==> src/sv/vsc_pkg.sv <==
// ----------------------------------------------------------------------------
// vsc_pkg
// Shared constants and types for the Vigenere byte stream cipher.
// ----------------------------------------------------------------------------
package vsc_pkg;

   // table geometry
   localparam int ALPHA_DEPTH = 256;
   localparam int BANK_COUNT  = 8;
   localparam int BANK_BITS   = $clog2(BANK_COUNT);
   localparam int ROW_COUNT   = ALPHA_DEPTH / BANK_COUNT;
   localparam int ROW_BITS    = $clog2(ROW_COUNT);
   localparam int KEY_DEPTH   = 64;
   localparam int KEY_BITS    = $clog2(KEY_DEPTH);

   typedef logic [7:0]          data_type;
   typedef logic [ROW_BITS-1:0] row_type;
   typedef logic [KEY_BITS-1:0] key_pos_type;

   // beat kinds on the request channel
   localparam logic [1:0] OP_WR_ALPHA = 2'd0;
   localparam logic [1:0] OP_WR_KEY   = 2'd1;
   localparam logic [1:0] OP_DATA     = 2'd2;

   // cipher modes
   localparam logic [2:0] MODE_ALPHA_ENC = 3'd0;
   localparam logic [2:0] MODE_ALPHA_DEC = 3'd1;
   localparam logic [2:0] MODE_BYTE_ADD  = 3'd2;
   localparam logic [2:0] MODE_BYTE_SUB  = 3'd3;
   localparam logic [2:0] MODE_XOR       = 3'd4;

   // register indexes
   localparam logic [1:0] REG_MODE      = 2'd0;
   localparam logic [1:0] REG_ALPHA_LEN = 2'd1;
   localparam logic [1:0] REG_KEY_LEN   = 2'd2;

   localparam logic [6:0] KEY_LEN_MAX = 7'(KEY_DEPTH);

endpackage

==> src/sv/vsc_ram.sv <==
// ----------------------------------------------------------------------------
// vsc_ram
// Generic simple dual port RAM, one write and one registered read port.
// ----------------------------------------------------------------------------
module vsc_ram #(
   parameter int WIDTH = 8,
   parameter int DEPTH = 32
) (
   input  logic                     clock,
   input  logic                     wr_en,
   input  logic [$clog2(DEPTH)-1:0] wr_addr,
   input  logic [WIDTH-1:0]         wr_data,
   input  logic [$clog2(DEPTH)-1:0] rd_addr,
   output logic [WIDTH-1:0]         rd_data
);

   logic [WIDTH-1:0] mem_ff [DEPTH];
   logic [WIDTH-1:0] rd_data_ff;

   always_ff @(posedge clock) begin
      if (wr_en) begin
         mem_ff[wr_addr] <= wr_data;
      end
      rd_data_ff <= mem_ff[rd_addr];
   end

   assign rd_data = rd_data_ff;

endmodule

==> src/sv/vigenere_stream_cipher.sv <==
// ----------------------------------------------------------------------------
// vigenere_stream_cipher
// Byte stream Vigenere cipher with alphabet table, key ring and byte modes.
// ----------------------------------------------------------------------------
// Usage:
//   req_* carries one beat per item: tuser is the kind (write alphabet entry,
//   write key byte, data byte), tdata holds table_index and byte_value, tlast
//   ends a message and sends the key position back to 0.
//   rsp_* returns one beat per data byte: tdata is the output byte, tuser is
//   set when the cipher rule was applied to it.
//   csr_* writes mode, alphabet length and key length; write only while idle.
// Timing:
//   Table writes are taken while idle. Byte modes pass each data byte through
//   S_KEY and S_OUT. Alphabet modes scan the alphabet eight entries per row
//   read, data and key byte searched together, up to the last alphabet row.
//   The scan rate is set by the single row read port of the eight-bank store.
//   One item is worked at a time; the output register lets a new item be
//   taken while the previous result waits for rsp_tready.
// Reset:
//   Synchronous reset clears the control state, key position and registers
//   (mode 0, lengths 1). Table contents stay undefined until written.
// ----------------------------------------------------------------------------
module vigenere_stream_cipher (
   input  logic        clock,
   input  logic        reset,
   // request channel
   input  logic        req_tvalid,
   output logic        req_tready,
   input  logic [15:0] req_tdata,   // [7:0] table_index, [15:8] byte_value
   input  logic [1:0]  req_tuser,   // [1:0] operation
   input  logic        req_tlast,
   // result channel
   output logic        rsp_tvalid,
   input  logic        rsp_tready,
   output logic [7:0]  rsp_tdata,   // [7:0] out_byte
   output logic        rsp_tuser,   // [0] substituted
   // configuration
   input  logic        csr_we,
   input  logic [1:0]  csr_addr,
   input  logic [7:0]  csr_wdata
);

   localparam logic [2:0] S_IDLE  = 3'd0;
   localparam logic [2:0] S_KEY   = 3'd1;
   localparam logic [2:0] S_SCAN  = 3'd2;
   localparam logic [2:0] S_DRAIN = 3'd3;
   localparam logic [2:0] S_MOD   = 3'd4;
   localparam logic [2:0] S_FETCH = 3'd5;
   localparam logic [2:0] S_OUT   = 3'd6;

   // configuration registers
   logic [2:0] mode_ff;
   logic [7:0] alpha_len_ff;
   logic [6:0] key_len_ff;

   logic [2:0] state_ff, state_in;
   vsc_pkg::key_pos_type key_pos_ff, key_pos_in;
   vsc_pkg::data_type    val_ff, val_in;
   logic                 last_ff, last_in;
   vsc_pkg::data_type    key_ff, key_in;
   vsc_pkg::row_type     row_ff, row_in;
   vsc_pkg::row_type     cmp_row_ff;
   logic                 cmp_vld_ff, cmp_vld_in;
   logic                 fnd_d_ff, fnd_d_in;
   logic                 fnd_k_ff, fnd_k_in;
   vsc_pkg::data_type    di_ff, di_in;
   vsc_pkg::data_type    ki_ff, ki_in;
   logic [vsc_pkg::BANK_BITS-1:0] sel_ff, sel_in;
   vsc_pkg::data_type    res_ff, res_in;
   logic                 sub_ff, sub_in;
   logic                 rsp_vld_ff, rsp_vld_in;
   vsc_pkg::data_type    rsp_data_ff, rsp_data_in;
   logic                 rsp_sub_ff, rsp_sub_in;

   logic                 accept;
   logic [1:0]           req_op;
   vsc_pkg::data_type    req_idx;
   vsc_pkg::data_type    req_val;
   vsc_pkg::data_type    key_rdata;
   vsc_pkg::data_type    bank_rdata [vsc_pkg::BANK_COUNT];
   vsc_pkg::row_type     rd_row;
   vsc_pkg::row_type     last_row;
   logic [7:0]           alen_m1;
   logic [6:0]           klen;
   logic [6:0]           pos_next;
   logic [8:0]           sum;
   logic [8:0]           alen9;
   vsc_pkg::data_type    ni;
   vsc_pkg::data_type    ent_idx;
   logic [vsc_pkg::BANK_COUNT-1:0] hit_d, hit_k;
   logic [vsc_pkg::BANK_BITS-1:0]  enc_d, enc_k;

   assign req_op  = req_tuser;
   assign req_idx = req_tdata[7:0];
   assign req_val = req_tdata[15:8];
   assign accept  = req_tvalid && req_tready;
   assign req_tready = (state_ff == S_IDLE);

   // ---------------------------------------------------------------- storage
   vsc_ram #(
      .WIDTH (8),
      .DEPTH (vsc_pkg::KEY_DEPTH)
   ) u_key_ram (
      .clock   (clock),
      .wr_en   (accept && req_op == vsc_pkg::OP_WR_KEY
                && req_idx < 8'(vsc_pkg::KEY_DEPTH)),
      .wr_addr (req_idx[vsc_pkg::KEY_BITS-1:0]),
      .wr_data (req_val),
      .rd_addr (key_pos_ff),
      .rd_data (key_rdata)
   );

   // alphabet stored as rows of eight entries, one bank per entry column
   for (genvar b = 0; b < vsc_pkg::BANK_COUNT; b++) begin : g_bank
      vsc_ram #(
         .WIDTH (8),
         .DEPTH (vsc_pkg::ROW_COUNT)
      ) u_alpha_ram (
         .clock   (clock),
         .wr_en   (accept && req_op == vsc_pkg::OP_WR_ALPHA
                   && req_idx[vsc_pkg::BANK_BITS-1:0] == vsc_pkg::BANK_BITS'(b)),
         .wr_addr (req_idx[7:vsc_pkg::BANK_BITS]),
         .wr_data (req_val),
         .rd_addr (rd_row),
         .rd_data (bank_rdata[b])
      );
   end

   // ---------------------------------------------------------------- compare
   always_comb begin
      hit_d = '0;
      hit_k = '0;
      enc_d = '0;
      enc_k = '0;
      ent_idx = '0;
      for (int j = 0; j < vsc_pkg::BANK_COUNT; j++) begin
         ent_idx  = {cmp_row_ff, vsc_pkg::BANK_BITS'(j)};
         hit_d[j] = (ent_idx < alpha_len_ff) && (bank_rdata[j] == val_ff);
         hit_k[j] = (ent_idx < alpha_len_ff) && (bank_rdata[j] == key_ff);
      end
      // lowest set bit wins
      for (int j = vsc_pkg::BANK_COUNT - 1; j >= 0; j--) begin
         if (hit_d[j]) begin
            enc_d = vsc_pkg::BANK_BITS'(j);
         end
         if (hit_k[j]) begin
            enc_k = vsc_pkg::BANK_BITS'(j);
         end
      end
   end

   // ---------------------------------------------------------------- datapath
   always_comb begin
      alen_m1  = alpha_len_ff - 8'd1;
      last_row = alen_m1[7:vsc_pkg::BANK_BITS];
      if (key_len_ff == 7'd0) begin
         klen = 7'd1;
      end else if (key_len_ff > vsc_pkg::KEY_LEN_MAX) begin
         klen = vsc_pkg::KEY_LEN_MAX;
      end else begin
         klen = key_len_ff;
      end
      pos_next = {1'b0, key_pos_ff} + 7'd1;
      alen9 = {1'b0, alpha_len_ff};
      if (mode_ff == vsc_pkg::MODE_ALPHA_ENC) begin
         sum = {1'b0, di_ff} + {1'b0, ki_ff};
      end else begin
         sum = {1'b0, di_ff} + alen9 - {1'b0, ki_ff};
      end
      if (sum >= alen9) begin
         ni = 8'(sum - alen9);
      end else begin
         ni = sum[7:0];
      end
   end

   always_comb begin
      state_in    = state_ff;
      key_pos_in  = key_pos_ff;
      val_in      = val_ff;
      last_in     = last_ff;
      key_in      = key_ff;
      row_in      = row_ff;
      cmp_vld_in  = 1'b0;
      fnd_d_in    = fnd_d_ff;
      fnd_k_in    = fnd_k_ff;
      di_in       = di_ff;
      ki_in       = ki_ff;
      sel_in      = sel_ff;
      res_in      = res_ff;
      sub_in      = sub_ff;
      rsp_vld_in  = rsp_vld_ff && !rsp_tready;
      rsp_data_in = rsp_data_ff;
      rsp_sub_in  = rsp_sub_ff;
      rd_row      = row_ff;

      // fold a compared row into the first-match trackers
      if (cmp_vld_ff) begin
         if (!fnd_d_ff && |hit_d) begin
            fnd_d_in = 1'b1;
            di_in    = {cmp_row_ff, enc_d};
         end
         if (!fnd_k_ff && |hit_k) begin
            fnd_k_in = 1'b1;
            ki_in    = {cmp_row_ff, enc_k};
         end
      end

      case (state_ff)
         S_IDLE: begin
            if (accept && req_op == vsc_pkg::OP_DATA) begin
               val_in   = req_val;
               last_in  = req_tlast;
               state_in = S_KEY;
            end
         end
         S_KEY: begin
            key_in   = key_rdata;
            res_in   = val_ff;
            sub_in   = 1'b0;
            fnd_d_in = 1'b0;
            fnd_k_in = 1'b0;
            row_in   = '0;
            if (last_ff || pos_next >= klen) begin
               key_pos_in = '0;
            end else begin
               key_pos_in = pos_next[vsc_pkg::KEY_BITS-1:0];
            end
            state_in = S_OUT;
            case (mode_ff)
               vsc_pkg::MODE_ALPHA_ENC, vsc_pkg::MODE_ALPHA_DEC: begin
                  if (alpha_len_ff != 8'd0) begin
                     state_in = S_SCAN;
                  end
               end
               vsc_pkg::MODE_BYTE_ADD: begin
                  res_in = val_ff + key_rdata;
                  sub_in = 1'b1;
               end
               vsc_pkg::MODE_BYTE_SUB: begin
                  res_in = val_ff - key_rdata;
                  sub_in = 1'b1;
               end
               vsc_pkg::MODE_XOR: begin
                  res_in = val_ff ^ key_rdata;
                  sub_in = 1'b1;
               end
               default: begin
               end
            endcase
         end
         S_SCAN: begin
            cmp_vld_in = 1'b1;
            if (row_ff == last_row) begin
               state_in = S_DRAIN;
            end else begin
               row_in = row_ff + 1'b1;
            end
         end
         S_DRAIN: begin
            state_in = S_MOD;
         end
         S_MOD: begin
            rd_row = ni[7:vsc_pkg::BANK_BITS];
            sel_in = ni[vsc_pkg::BANK_BITS-1:0];
            if (fnd_d_ff && fnd_k_ff) begin
               state_in = S_FETCH;
            end else begin
               state_in = S_OUT;
            end
         end
         S_FETCH: begin
            res_in   = bank_rdata[sel_ff];
            sub_in   = 1'b1;
            state_in = S_OUT;
         end
         S_OUT: begin
            if (!rsp_vld_ff || rsp_tready) begin
               rsp_vld_in  = 1'b1;
               rsp_data_in = res_ff;
               rsp_sub_in  = sub_ff;
               state_in    = S_IDLE;
            end
         end
         default: begin
            state_in = S_IDLE;
         end
      endcase
   end

   // ---------------------------------------------------------------- registers
   always_ff @(posedge clock) begin
      if (reset) begin
         state_ff     <= S_IDLE;
         key_pos_ff   <= '0;
         cmp_vld_ff   <= 1'b0;
         rsp_vld_ff   <= 1'b0;
         mode_ff      <= vsc_pkg::MODE_ALPHA_ENC;
         alpha_len_ff <= 8'd1;
         key_len_ff   <= 7'd1;
      end else begin
         state_ff   <= state_in;
         key_pos_ff <= key_pos_in;
         cmp_vld_ff <= cmp_vld_in;
         rsp_vld_ff <= rsp_vld_in;
         if (csr_we) begin
            case (csr_addr)
               vsc_pkg::REG_MODE:      mode_ff      <= csr_wdata[2:0];
               vsc_pkg::REG_ALPHA_LEN: alpha_len_ff <= csr_wdata;
               vsc_pkg::REG_KEY_LEN:   key_len_ff   <= csr_wdata[6:0];
               default: begin
               end
            endcase
         end
      end
   end

   always_ff @(posedge clock) begin
      val_ff      <= val_in;
      last_ff     <= last_in;
      key_ff      <= key_in;
      row_ff      <= row_in;
      cmp_row_ff  <= row_ff;
      fnd_d_ff    <= fnd_d_in;
      fnd_k_ff    <= fnd_k_in;
      di_ff       <= di_in;
      ki_ff       <= ki_in;
      sel_ff      <= sel_in;
      res_ff      <= res_in;
      sub_ff      <= sub_in;
      rsp_data_ff <= rsp_data_in;
      rsp_sub_ff  <= rsp_sub_in;
   end

   assign rsp_tvalid = rsp_vld_ff;
   assign rsp_tdata  = rsp_data_ff;
   assign rsp_tuser  = rsp_sub_ff;

endmodule
==> config.mk <==
export PLATFORM = sky130hd
export DESIGN_NAME = vigenere_stream_cipher
export DESIGN_NICKNAME = d
export VERILOG_FILES = /design/src/sv/vsc_pkg.sv /design/src/sv/vsc_ram.sv /design/src/sv/vigenere_stream_cipher.sv
export SDC_FILE = /design/constraint.sdc
export NUM_CORES = 2
export LEC_CHECK = 0
export BUFFER_PORTS_ARGS = -buffer_cell sky130_fd_sc_hd__buf_2
export CAP_MARGIN = 10
export CELL_PAD_IN_SITES_DETAIL_PLACEMENT = 0
export CELL_PAD_IN_SITES_GLOBAL_PLACEMENT = 1
export CORE_MARGIN = 1
export CORE_UTILIZATION = 26
export CTS_CLUSTER_SIZE = 8
export DETAILED_ROUTE_END_ITERATION = 16
export HOLD_SLACK_MARGIN = 0.03
export PLACE_DENSITY_LB_ADDON = 0.3
export SYNTH_ARGS = -nofsm -noshare
export SYNTH_HDL_FRONTEND = slang
export SYNTH_SLANG_ARGS = --single-unit
==> constraint.sdc <==
create_clock -name clock -period 4.9 [get_ports clock]
set_input_delay 0.735 -clock clock [delete_from_list [all_inputs] [get_ports clock]]
set_output_delay 0.735 -clock clock [all_outputs]
set_load 0.01 [all_outputs]
==> flow_summary.ini <==
[clock_tree]
clock_latency_ps = 950
cts-root-buf = clkbuf_16
path_clk_slew_ps = 60
cts_buffer_depth = 4
cts_tree = done
cts_made_buffers = 382
clkSinkCount = 2727
cts_max_level = 5

[worst_hold_path]
whs_path_depth = 3
min_to = alpha_len_ff[7]
hp-class = in2reg
min_from = csr_wdata[7]

[critical_path]
cp.arrival_ps = 5910
worstSetupStartpointType = flop
cp.required_ps = 5680
endpoint_kind = flop
r2r_end = g_bank[3].u_alpha_ram.rd_data[6]
path_class = reg2reg
critPathMaxFanout = 38
reg2reg_depth = 21
rrSetupSlack_ps = -230
worstReg2RegStart = di_ff[1]

[power]
powerDensity_mw_per_mm2 = 556
p_leak_nw = 46.9
peakVddDrop_uv = 310
power.total_mw = 79.9

[synthesis]
synth.top_cell.area_share_pct = 71.5
synth-edff-count = 2619
syn-cell-area_mm2 = 0.110
synth-seq-cells = 2727
synth_area_leaders = edfxtp_1 71%, nand2_1 5.3%, mux4_2 3.8%, nand3_1 2.3%, dfxtp_1 2.0%
synth_seq_area_share_pct = 73.4
postSynthNetCount = 7605
ys_warn_count = 0
synthFlopType = edfxtp_1
avgSynthCellArea_um2 = 14.7
async_reset_ff_share_pct = 0
synth_top_area_cell = edfxtp_1
yosysUniqueCellTypes = 70
syn_inst = 7512

[timing]
tightest_slew_ps = 1260
period_share_pct = 105
post-route-min-period_ps = 5130
setup_violations = 63
fmax_mhz = 195
fin_worst_skew_ps = 77.6
setup_tns_ps = -9640
maxSlewHeadroom_pct = 15.6
rsz0062_at_grt = true
fin_hold_ws_ps = 122
hold_viol_final = 0
setup_ws_ps = -227
slew_violations = 0

[floorplanning]
start_util_pct = 26.2
core_area_mm2 = 0.421
die-area_mm2 = 0.426
num_rows = 238
fp.dieW_um = 653
num_io_pins = 45
die_y_um = 653

[placement]
dp_slack_ps = -935
dp_cells = 13400
port_buffers = 44
hpwl_um = 227000
place_congestion = 0.853

[status]
violations = negative setup slack
status = complete, but fails checks

[detailed_routing]
wl_um = 385000
drcViolationCount = 0
vias_per_cell = 4.92
postRouteAntennaNets = 0
vias = 70200
drt-pass1-iter-count = 6
drt_iter0_markers = 6866
avgRoutedWirePerCell_um = 27.0

[flow_run]
drv_cap = 0

[finish]
nets = 8489
drive_gt1_share_pct = 27.2
layout_commonest_cell = edfxtp_1
layout_common_cells = 2619 x edfxtp_1, 1510 x nand2_1, 587 x buf_4
n_fill_cell = 40300
area_delta_synth_final_pct = 30.5
final_cells = 14300

[grt]
gr-total-overflow = 0
grt_pass1_wl_um = 521000
grt_usage_pct = 16.8
grt_pass1_vias = 69000
antenna_found_initial = 32
grt_max_degree = 139
==> critical path, cell delays in order (launching register included) <==
cell,delay [ps]
edfxtp_1,370
inv_2,50
fa_1,520
inv_2,50
fa_2,360
a211oi_2,240
or2_4,170
o41ai_2,50
a211o_1,290
ha_4,290
buf_6,100
and3b_1,170
a21oi_2,110
a41oi_2,170
a32oi_2,280
o21ai_4,160
nor2_8,230
buf_6,340
buf_16,290
a311oi_2,120
a311oi_2,420
nor4_2,70
==> logic make-up (layout without fill, tap and decap cells) <==
group	after synthesis	in the layout	share of synthesized area (%)
and+or+nand+nor	2818	2818	11.0
muxes	383	383	5.60
adders and majority gates	59	59	0.746
other	0	20	0
DFF	2727	2727	73.4
AOI/OAI and AO/OA	804	804	5.59
buffers and inverters	557	1662	2.28
xor gates and xnor gates	164	164	1.31
==> power by group <==
part           switching, mW  internal, mW  leakage, nW  total (mW)
clock                   9.94          14.6         5.20        24.5
combinational           15.9          12.2         17.2        28.1
sequential              1.19          26.0         24.4        27.2
==> worst max-delay path by stage <==
stage	start	to	slack, ps	cells past startpoint
floorplan	alpha_len_ff[1]	g_bank[4].u_alpha_ram.rd_data[7]	70	21
global placement	di_ff[0]	g_bank[6].u_alpha_ram.rd_data[6]	-1100	22
detailed placement	ki_ff[0]	g_bank[6].u_alpha_ram.rd_data[6]	-930	21
CTS	di_ff[1]	g_bank[7].u_alpha_ram.rd_data[7]	-290	22
global route	di_ff[1]	g_bank[3].u_alpha_ram.rd_data[2]	-440	26
finish	di_ff[1]	g_bank[3].u_alpha_ram.rd_data[6]	-230	21
==> sequential cells by signal, indices dropped and copies added (netlist names), 5 cells and up <==
name                        count
alpha_len_ff                    8
cmp_row_ff                      5
di_ff                           8
g_bank.u_alpha_ram.mem_ff    2048
g_bank.u_alpha_ram.rd_data     64
key_ff                          8
key_len_ff                      7
key_pos_ff                      6
ki_ff                           8
res_ff                          8
row_ff                          5
rsp_tdata                       8
u_key_ram.mem_ff              512
u_key_ram.rd_data               8
val_ff                          8
==> layer usage <==
metal / vias up / track usage [%] / routed length [um]
met5: - / 0 / 0
met4: 0 / 4.45 / 11500
met3: 528 / 2.16 / 23300
met2: 2395 / 27.6 / 183000
met1: 36800 / 23.4 / 168000
li1: 30500 / - / -
==> per-stage QoR <==
step                instance area [um2]  utilization, %
global placement                 122000            29.0
global route                     144000            34.1
CTS                              136000            32.4
floorplan                        110000               -
finish                           144000            34.1
detailed placement               122000            29.0
==> what timing repair did <==
item,4_1_cts,5_1_grt
hold buffers,1,0
endpoints found under the hold margin,1,0
pin swaps,69,276
setup endpoints to repair,64,64
setup buffers,57,149
gates cloned,26,52
resized for setup,368,813
==> final cells by class <==
class	count	area, um2	area share, %
Inverter	55	206	0.144
Multi-Input combinational cell	4228	32600	22.7
Tap cell	5640	7060	4.91
Clock inverter	21	315	0.220
Clock buffer	584	10500	7.34
Antenna cell	20	50.0	0.0349
Sequential cell	2727	80800	56.3
Timing Repair Buffer	1002	12000	8.36
==> Yosys cell counts (all sizes together), types with 8 or more instances <==
cell type	count
xnor2	102
nor2b	15
nor2	391
a32oi	123
nand4	29
o21ai	29
mux4	186
a311oi	228
edfxtp	2619
a211oi	147
nor3	29
clkbuf	237
or3	12
o31ai	8
nor3b	9
nand2	1569
a31oi	141
nand2b	12
fa	11
a21oi	50
inv	55
nor4	74
a21o	14
xor2	62
buf	265
mux2i	194
o211ai	9
a22oi	11
and3	136
dfxtp	108
nand3	510
o22ai	8
ha	48
No activity file was read; power rests on OpenSTA's default activity.
